$ cat src/design/lhd_pkg.sv
// lhd_pkg: shared types and constants of the labelled hex line decoder
// no dependencies; imported by lhd_step and labelled_hex_line_decoder
`default_nettype none

package lhd_pkg;

    localparam int MAX_BYTES  = 64;
    localparam int MAX_TEXT   = 65536;
    localparam int CNT_W      = 7;
    localparam int POS_W      = 17;
    localparam int LABEL_LEN  = 12;

    localparam logic [7:0] CH_SPACE = 8'h20;
    localparam logic [7:0] CH_TAB   = 8'h09;
    localparam logic [7:0] CH_CR    = 8'h0d;
    localparam logic [7:0] CH_LF    = 8'h0a;
    localparam logic [7:0] CH_NUL   = 8'h00;
    localparam logic [7:0] CH_EQ    = 8'h3d;

    typedef enum logic [3:0] {
        PH_IDLE    = 4'd0,
        PH_LABEL   = 4'd1,
        PH_PRE_EQ  = 4'd2,
        PH_POST_EQ = 4'd3,
        PH_HEX_HI  = 4'd4,
        PH_HEX_LO  = 4'd5,
        PH_TRAIL   = 4'd6,
        PH_CR_WAIT = 4'd7,
        PH_DONE    = 4'd8
    } t_phase;

    typedef struct packed {
        t_phase             phase;
        logic [3:0]         label_pos;
        logic [CNT_W-1:0]   digit_count;
        logic [3:0]         high_nibble;
        logic [POS_W-1:0]   char_pos;
    } t_state;

    typedef struct packed {
        logic               kind;
        logic [7:0]         data_byte;
        logic [5:0]         byte_index;
        logic               ok;
        logic [POS_W-1:0]   next_offset;
    } t_result;

    localparam logic KIND_DATA    = 1'b0;
    localparam logic KIND_VERDICT = 1'b1;

endpackage

`default_nettype wire

$ cat src/design/lhd_step.sv
// lhd_step: per-character parse step, next parser state and optional result word
// depends on lhd_pkg
`default_nettype none

module lhd_step
    import lhd_pkg::*;
(
    input  wire t_state           i_state,
    input  wire logic [7:0]       i_ch,
    input  wire logic             i_first,
    input  wire logic             i_last,
    input  wire logic [CNT_W-1:0] i_byte_count,
    output t_state                o_state,
    output logic                  o_res_valid,
    output t_result               o_res
);

    localparam logic [POS_W-1:0] LAST_POS  = POS_W'(MAX_TEXT - 1);
    localparam logic [CNT_W-1:0] CNT_LIMIT = CNT_W'(MAX_BYTES);
    localparam logic [3:0]       LABEL_END = 4'(LABEL_LEN);

    function automatic logic [7:0] label_char(input logic [3:0] idx);
        logic [7:0] c;
        unique case (idx)
            4'd0:    c = "s";
            4'd1:    c = "e";
            4'd2:    c = "t";
            4'd3:    c = "u";
            4'd4:    c = "p";
            4'd5:    c = "D";
            4'd6:    c = "e";
            4'd7:    c = "t";
            4'd8:    c = "a";
            4'd9:    c = "i";
            4'd10:   c = "l";
            4'd11:   c = "s";
            default: c = 8'h00;
        endcase
        return c;
    endfunction

    logic [CNT_W-1:0] cnt;
    t_phase           b_phase;
    t_phase           ph_eff;
    logic [3:0]       b_lp;
    logic [CNT_W-1:0] b_dc;
    logic [POS_W-1:0] pos;
    logic [POS_W-1:0] pos_inc;
    logic             go;
    logic             early_fail;
    logic             elast;
    logic             blank;
    logic             nib_ok;
    logic [3:0]       nib;
    logic             v_ok;
    logic             v_fail;
    logic [POS_W-1:0] v_off;
    logic             d_emit;
    logic             adv_label;
    logic             load_hi;
    logic             eq_seen;
    logic             to_crwait;
    logic             any_verdict;
    logic             fail_out;

    // character classes
    always_comb begin
        nib_ok = 1'b1;
        nib    = 4'd0;
        if (i_ch >= "0" && i_ch <= "9") begin
            nib = 4'(i_ch - "0");
        end else if (i_ch >= "a" && i_ch <= "f") begin
            nib = 4'(i_ch - "a" + 8'd10);
        end else if (i_ch >= "A" && i_ch <= "F") begin
            nib = 4'(i_ch - "A" + 8'd10);
        end else begin
            nib_ok = 1'b0;
        end
    end

    assign blank   = (i_ch == CH_SPACE) || (i_ch == CH_TAB);
    assign cnt     = (i_byte_count > CNT_LIMIT) ? CNT_LIMIT : i_byte_count;
    assign b_phase = i_first ? PH_LABEL : i_state.phase;
    assign b_lp    = i_first ? 4'd0 : i_state.label_pos;
    assign b_dc    = i_first ? '0 : i_state.digit_count;
    assign pos     = i_first ? '0 : i_state.char_pos;
    assign pos_inc = pos + POS_W'(1);
    assign elast   = i_last || (pos >= LAST_POS);

    assign early_fail = i_first && (cnt == '0);
    assign go = i_first ? (cnt != '0)
                        : !(i_state.phase == PH_IDLE || i_state.phase == PH_DONE);

    // hex field closes once the completed byte count reaches the limit
    assign ph_eff = ((b_phase == PH_POST_EQ || b_phase == PH_HEX_HI) && b_dc >= cnt)
                    ? PH_TRAIL : b_phase;

    // decode of the current character
    always_comb begin
        v_ok      = 1'b0;
        v_fail    = 1'b0;
        v_off     = '0;
        d_emit    = 1'b0;
        adv_label = 1'b0;
        load_hi   = 1'b0;
        eq_seen   = 1'b0;
        to_crwait = 1'b0;
        if (go) begin
            unique case (ph_eff)
                PH_CR_WAIT: begin
                    v_ok  = 1'b1;
                    v_off = (i_ch == CH_LF) ? pos_inc : pos;
                end
                PH_LABEL: begin
                    if (b_lp == 4'd0 && blank) begin
                        v_fail = 1'b0;
                    end else if (b_lp < LABEL_END && i_ch == label_char(b_lp)) begin
                        adv_label = 1'b1;
                    end else begin
                        v_fail = 1'b1;
                    end
                end
                PH_PRE_EQ: begin
                    if (!blank) begin
                        if (i_ch == CH_EQ) eq_seen = 1'b1;
                        else               v_fail  = 1'b1;
                    end
                end
                PH_POST_EQ: begin
                    if (!blank) begin
                        if (nib_ok) load_hi = 1'b1;
                        else        v_fail  = 1'b1;
                    end
                end
                PH_HEX_HI: begin
                    if (nib_ok) load_hi = 1'b1;
                    else        v_fail  = 1'b1;
                end
                PH_HEX_LO: begin
                    if (nib_ok) d_emit = 1'b1;
                    else        v_fail = 1'b1;
                end
                PH_TRAIL: begin
                    if (!blank) begin
                        if (i_ch == CH_CR) begin
                            if (elast) begin
                                v_ok  = 1'b1;
                                v_off = pos_inc;
                            end else begin
                                to_crwait = 1'b1;
                            end
                        end else if (i_ch == CH_LF) begin
                            v_ok  = 1'b1;
                            v_off = pos_inc;
                        end else if (i_ch == CH_NUL) begin
                            v_ok  = 1'b1;
                            v_off = pos;
                        end else begin
                            v_fail = 1'b1;
                        end
                    end
                end
                default: v_fail = 1'b1;
            endcase
        end
    end

    // end of buffer without a verdict is a failure and overrides a data byte
    assign fail_out    = early_fail || v_fail || (go && elast && !v_ok);
    assign any_verdict = fail_out || v_ok;

    // next state
    always_comb begin
        o_state = i_state;
        if (i_first) begin
            o_state.phase       = PH_LABEL;
            o_state.label_pos   = '0;
            o_state.digit_count = '0;
            o_state.high_nibble = '0;
            o_state.char_pos    = '0;
        end
        if (go) begin
            o_state.char_pos = pos_inc;
            o_state.phase    = ph_eff;
            if (adv_label) begin
                o_state.label_pos = b_lp + 4'd1;
                if (b_lp + 4'd1 >= LABEL_END) o_state.phase = PH_PRE_EQ;
            end
            if (eq_seen) o_state.phase = PH_POST_EQ;
            if (load_hi) begin
                o_state.high_nibble = nib;
                o_state.phase       = PH_HEX_LO;
            end
            if (d_emit) begin
                o_state.digit_count = b_dc + CNT_W'(1);
                o_state.phase = (b_dc + CNT_W'(1) >= cnt) ? PH_TRAIL : PH_HEX_HI;
            end
            if (to_crwait) o_state.phase = PH_CR_WAIT;
        end
        if (any_verdict) o_state.phase = PH_DONE;
    end

    // result word
    always_comb begin
        o_res       = '0;
        o_res_valid = any_verdict || d_emit;
        if (any_verdict) begin
            o_res.kind        = KIND_VERDICT;
            o_res.ok          = v_ok && !fail_out;
            o_res.next_offset = (v_ok && !fail_out) ? v_off : '0;
        end else begin
            o_res.kind       = KIND_DATA;
            o_res.data_byte  = {i_state.high_nibble, nib};
            o_res.byte_index = b_dc[5:0];
        end
    end

endmodule

`default_nettype wire

$ cat src/design/labelled_hex_line_decoder.sv
// labelled_hex_line_decoder: top level, input register, parser state, result register
// depends on lhd_pkg and lhd_step
//
// usage
//   characters enter on the input channel (i_in_valid / o_in_ready), one word per
//   character with i_ch, i_first (starts a new line decode) and i_last (final
//   character of the buffer). results leave on the output channel
//   (o_out_valid / i_out_ready): data bytes (o_kind 0) with their index, and one
//   verdict (o_kind 1) per line with o_ok and o_next_offset.
//   i_cfg_we / i_cfg_data write the expected byte count; write it only while idle
//   latency: a result word shows on o_out_valid one cycle after its character
//   is accepted (the accepting edge loads the input register, the next edge
//   loads the result register)
//   throughput: one character per cycle; the parse step is a single pass of
//   logic between the input register and the result register
//   stall: while a result waits in the output register and i_out_ready is low,
//   the input register holds its character and o_in_ready drops once it is full;
//   characters that give no result still pass only when the step may advance
//   reset: synchronous active-low i_rst_n empties both registers, returns the
//   parser to idle and sets the byte count to 1
`default_nettype none

module labelled_hex_line_decoder
    import lhd_pkg::*;
(
    input  wire logic             i_clk,
    input  wire logic             i_rst_n,
    input  wire logic             i_cfg_we,
    input  wire logic [CNT_W-1:0] i_cfg_data,
    input  wire logic             i_in_valid,
    output logic                  o_in_ready,
    input  wire logic [7:0]       i_ch,
    input  wire logic             i_first,
    input  wire logic             i_last,
    output logic                  o_out_valid,
    input  wire logic             i_out_ready,
    output logic                  o_kind,
    output logic [7:0]            o_data_byte,
    output logic [5:0]            o_byte_index,
    output logic                  o_ok,
    output logic [POS_W-1:0]      o_next_offset
);

    logic [CNT_W-1:0] r_byte_count;
    logic             r_in_valid;
    logic [7:0]       r_ch;
    logic             r_first;
    logic             r_last;
    t_state           r_state;
    t_state           n_state;
    logic             r_out_valid;
    t_result          r_out;
    t_result          n_res;
    logic             n_res_valid;
    logic             advance;
    logic             in_take;

    // the step may run when the result register is free or being drained
    assign advance    = r_in_valid && (!r_out_valid || i_out_ready);
    assign o_in_ready = !r_in_valid || advance;
    assign in_take    = i_in_valid && o_in_ready;

    lhd_step u_step (
        .i_state      (r_state),
        .i_ch         (r_ch),
        .i_first      (r_first),
        .i_last       (r_last),
        .i_byte_count (r_byte_count),
        .o_state      (n_state),
        .o_res_valid  (n_res_valid),
        .o_res        (n_res)
    );

    // configuration register
    always_ff @(posedge i_clk) begin
        if (!i_rst_n) begin
            r_byte_count <= CNT_W'(1);
        end else if (i_cfg_we) begin
            r_byte_count <= i_cfg_data;
        end
    end

    // input register
    always_ff @(posedge i_clk) begin
        if (!i_rst_n) begin
            r_in_valid <= 1'b0;
        end else if (in_take) begin
            r_in_valid <= 1'b1;
        end else if (advance) begin
            r_in_valid <= 1'b0;
        end
    end

    always_ff @(posedge i_clk) begin
        if (in_take) begin
            r_ch    <= i_ch;
            r_first <= i_first;
            r_last  <= i_last;
        end
    end

    // parser state
    always_ff @(posedge i_clk) begin
        if (!i_rst_n) begin
            r_state.phase       <= PH_IDLE;
            r_state.label_pos   <= '0;
            r_state.digit_count <= '0;
            r_state.high_nibble <= '0;
            r_state.char_pos    <= '0;
        end else if (advance) begin
            r_state <= n_state;
        end
    end

    // result register
    always_ff @(posedge i_clk) begin
        if (!i_rst_n) begin
            r_out_valid <= 1'b0;
        end else if (advance) begin
            r_out_valid <= n_res_valid;
        end else if (i_out_ready) begin
            r_out_valid <= 1'b0;
        end
    end

    always_ff @(posedge i_clk) begin
        if (advance && n_res_valid) begin
            r_out <= n_res;
        end
    end

    assign o_out_valid   = r_out_valid;
    assign o_kind        = r_out.kind;
    assign o_data_byte   = r_out.data_byte;
    assign o_byte_index  = r_out.byte_index;
    assign o_ok          = r_out.ok;
    assign o_next_offset = r_out.next_offset;

endmodule

`default_nettype wire

$ cat config.mk
export PLATFORM = sky130hd
export DESIGN_NAME = labelled_hex_line_decoder
export DESIGN_NICKNAME = d
export VERILOG_FILES = /design/src/design/lhd_pkg.sv /design/src/design/lhd_step.sv /design/src/design/labelled_hex_line_decoder.sv
export SDC_FILE = /design/constraint.sdc
export NUM_CORES = 1
export LEC_CHECK = 0
export BUFFER_PORTS_ARGS = -buffer_cell sky130_fd_sc_hd__clkbuf_2
export CELL_PAD_IN_SITES_DETAIL_PLACEMENT = 1
export CELL_PAD_IN_SITES_GLOBAL_PLACEMENT = 1
export CORE_MARGIN = 4
export CORE_UTILIZATION = 40
export DETAILED_ROUTE_END_ITERATION = 10
export PLACE_DENSITY = 0.74
export SLEW_MARGIN = 10
export SYNTH_ARGS = -nofsm -noshare
export SYNTH_HDL_FRONTEND = slang
export SYNTH_SLANG_ARGS = --single-unit
$ cat constraint.sdc
create_clock -name i_clk -period 5.87 [get_ports i_clk]
set_clock_uncertainty 0.1 [all_clocks]
set_input_delay 1.174 -clock i_clk [delete_from_list [all_inputs] [get_ports i_clk]]
set_output_delay 1.174 -clock i_clk [all_outputs]
set_load 0.03 [all_outputs]
==> results.json <==
{
  "status": "completed",
  "fp.dieW_um": 126.3,
  "drive_above_1_share_pct": 17.54,
  "clock_sinks": 88,
  "start_util_pct": 41.61,
  "grt_max_degree": 59,
  "fin_crit_sh_pct": 76.15,
  "synth-edff-count": 43,
  "worst_hold_slack_ns": 0.3591,
  "die_y_um": 126.3,
  "min_path_cells": 2,
  "worst_pin_slew_ns": 0.8720,
  "crit_required_ns": 5.83,
  "ys_ff_latch": 88,
  "cts_resized": 0,
  "final_area_um2": 6287,
  "relSlewSlack_pct": 41.86,
  "row_count": 42,
  "dp.cells": 827,
  "syn_avg_cell_area_um2": 9.014,
  "hp-class": "reg -> reg",
  "gp_congestion": 0.9248,
  "yosysSeqAreaShare_pct": 39.16,
  "clock_latency_ns": 0.35,
  "leakage_uw": 0.002430,
  "fin_ws_ns": 1.400,
  "portBuffers": 56,
  "cts_tree": "done",
  "syn_area_um2": 5598,
  "ys_top_cells_by_area": "edfxtp_1, dfxtp_1, ha_1",
  "final_nets": 713,
  "clk_pin_slew_ns": 0.06,
  "grt_pass1_wl_um": 26540,
  "max-vdd-ir-drop_uv": 147.3,
  "synth_nets": 672,
  "fin_tns_setup_ns": 0,
  "area.growth.synth_to_final_pct": 12.32,
  "layout.cells.non_filler": 843,
  "ios": 57,
  "yosysTopAreaCellShare_pct": 23.07,
  "synth-async-reset-ratio_pct": 0,
  "reg2reg_depth": 14,
  "num_vias": 4803,
  "fmax_ghz": 0.2237,
  "dieArea_um2": 15950,
  "drt-initial-drc-count": 382,
  "setup_viol": 0,
  "postRouteAntennaNets": 0,
  "cts_buffer_depth": 2,
  "drcViolationCount": 0,
  "cts-hold-fix-buffers": 0,
  "slew_violations": 0,
  "dr.pass1.iters": 4,
  "cts_buffers": 9,
  "core_um2": 13450,
  "grt_usage_pct": 20.56,
  "avgRoutedWirePerCell_um": 18.97,
  "crit_arrival_ns": 4.43,
  "p_per_area_nw_per_um2": 216.8,
  "synthCells": 621,
  "grt_antenna_before_repair": 0,
  "grt-ovfl-total": 0,
  "grt_pass1_vias": 5054,
  "place_ws_ns": 1.426,
  "worstSetupPathType": "reg -> reg",
  "detail_route.vias_per_cell": 5.698,
  "htree_levels": 3,
  "synthDistinctLibCells": 82,
  "diodes": 0,
  "yosys_warnings": 0,
  "cts_setup_buffers": 0,
  "fin_crit_ns": 4.470,
  "placedInstanceArea_um2": 5988,
  "cts_root_buf": "clkbuf_16",
  "endpoint_kind": "register",
  "post-dp-hpwl_um": 12150,
  "drv_cap": 0,
  "worstPathMaxFanout": 58,
  "yosysTopAreaCell": "edfxtp_1",
  "rsz0062_at_grt": "no",
  "final_hold_viol_count": 0,
  "synth_top_flop_cell": "dfxtp_1",
  "wl_um": 16000,
  "cp-start-kind": "register"
}
[through the flow]
step / utilization (%) / power (µW)
after floorplan: - / 754.8
after global placement: 44.51 / 785.2
after detailed placement: 44.51 / 790.8
after CTS: 46.74 / 1375
after global routing: 46.74 / 1417
final: 46.74 / 1363
[cell families after synthesis]
group           Yosys count  share of synthesized area (%)
compound gates          159                          19.33
xor+xnor                 20                          3.129
fa+ha+maj                29                          6.482
buf+inv                  51                          4.046
flops                    88                          39.16
mux                      15                          2.682
simple gates            259                          25.17
[layout make-up]
cell class | count | area (µm²)
fill | 1615 | 7166
multi-input combinational | 482 | 3183
sequential | 88 | 2192
timing repair buffer | 61 | 317.8
clock buffer | 11 | 242.7
tap | 176 | 220.2
inverter | 20 | 75.07
clock inverter | 5 | 56.30
[sequential cells by signal, indices dropped and copies added, names as in the netlist]
signal         count
r_state           36
o_next_offset     17
o_data_byte        8
r_ch               8
r_byte_count       7
o_byte_index       6
o_kind             1
o_ok               1
o_out_valid        1
r_first            1
r_in_valid         1
r_last             1
[path summary, 6_finish.rpt]
kind / end / slack (ns) / startpoint
hold / removal: r_state[20] / 0.36 / r_state[20]
hold reg to reg: r_state[20] / 0.36 / r_state[20]
setup / recovery: o_byte_index[3] / 1.40 / r_first
setup reg to reg: o_byte_index[3] / 1.40 / r_first
[cells in the final DEF, fill, tap and decap left out, types with 18 or more instances in the layout]
cell type and instances:
edfxtp_1 43, o21ai_0 40, inv_1 19, a21oi_1 52, dfxtp_1 45, nor2_1 68, nor2b_1 18, clkbuf_2 56
nand3_1 20, a22oi_1 19, nand2_1 66, ha_1 29
[per-layer routing]
metal / up-vias / track usage (%) / wire, µm
li1: 2336 / - / -
met1: 2347 / 28.70 / 7540
met2: 107 / 33.24 / 7465
met3: 13 / 4.540 / 830
met4: 0 / 3.785 / 159
met5: - / 0 / 0
[synthesized netlist by cell type (12+ instances only)]
cell type,number
clkbuf_1,21
nor2_1,68
nand3_1,20
o21ai_0,40
a21oi_1,53
edfxtp_1,43
nor2b_1,18
mux2i_1,15
inv_1,19
dfxtp_1,45
nand2_1,66
a22oi_1,19
ha_1,29
and3_1,13
xnor2_1,12
[worst max-delay path: stages (launching register included)]
cell	delay [ns]
edfxtp_1	0.48
buf_4	0.53
nand2b_1	0.25
nor3_1	0.10
and3_1	0.25
and3_1	0.21
ha_1	0.17
or3_1	0.39
a31o_2	0.25
o211ai_1	0.36
nor2_4	0.15
nor2_4	0.22
nand3_4	0.20
o21a_1	0.24
buf_4	0.25
[where the power goes]
part	internal, µW	switching (µW)	total (µW)
Clock	341	246	587
Sequential	653	13.2	666
Combinational	37.3	73.1	110
Total	1030	332	1360
(Power assumes the default switching activity.)
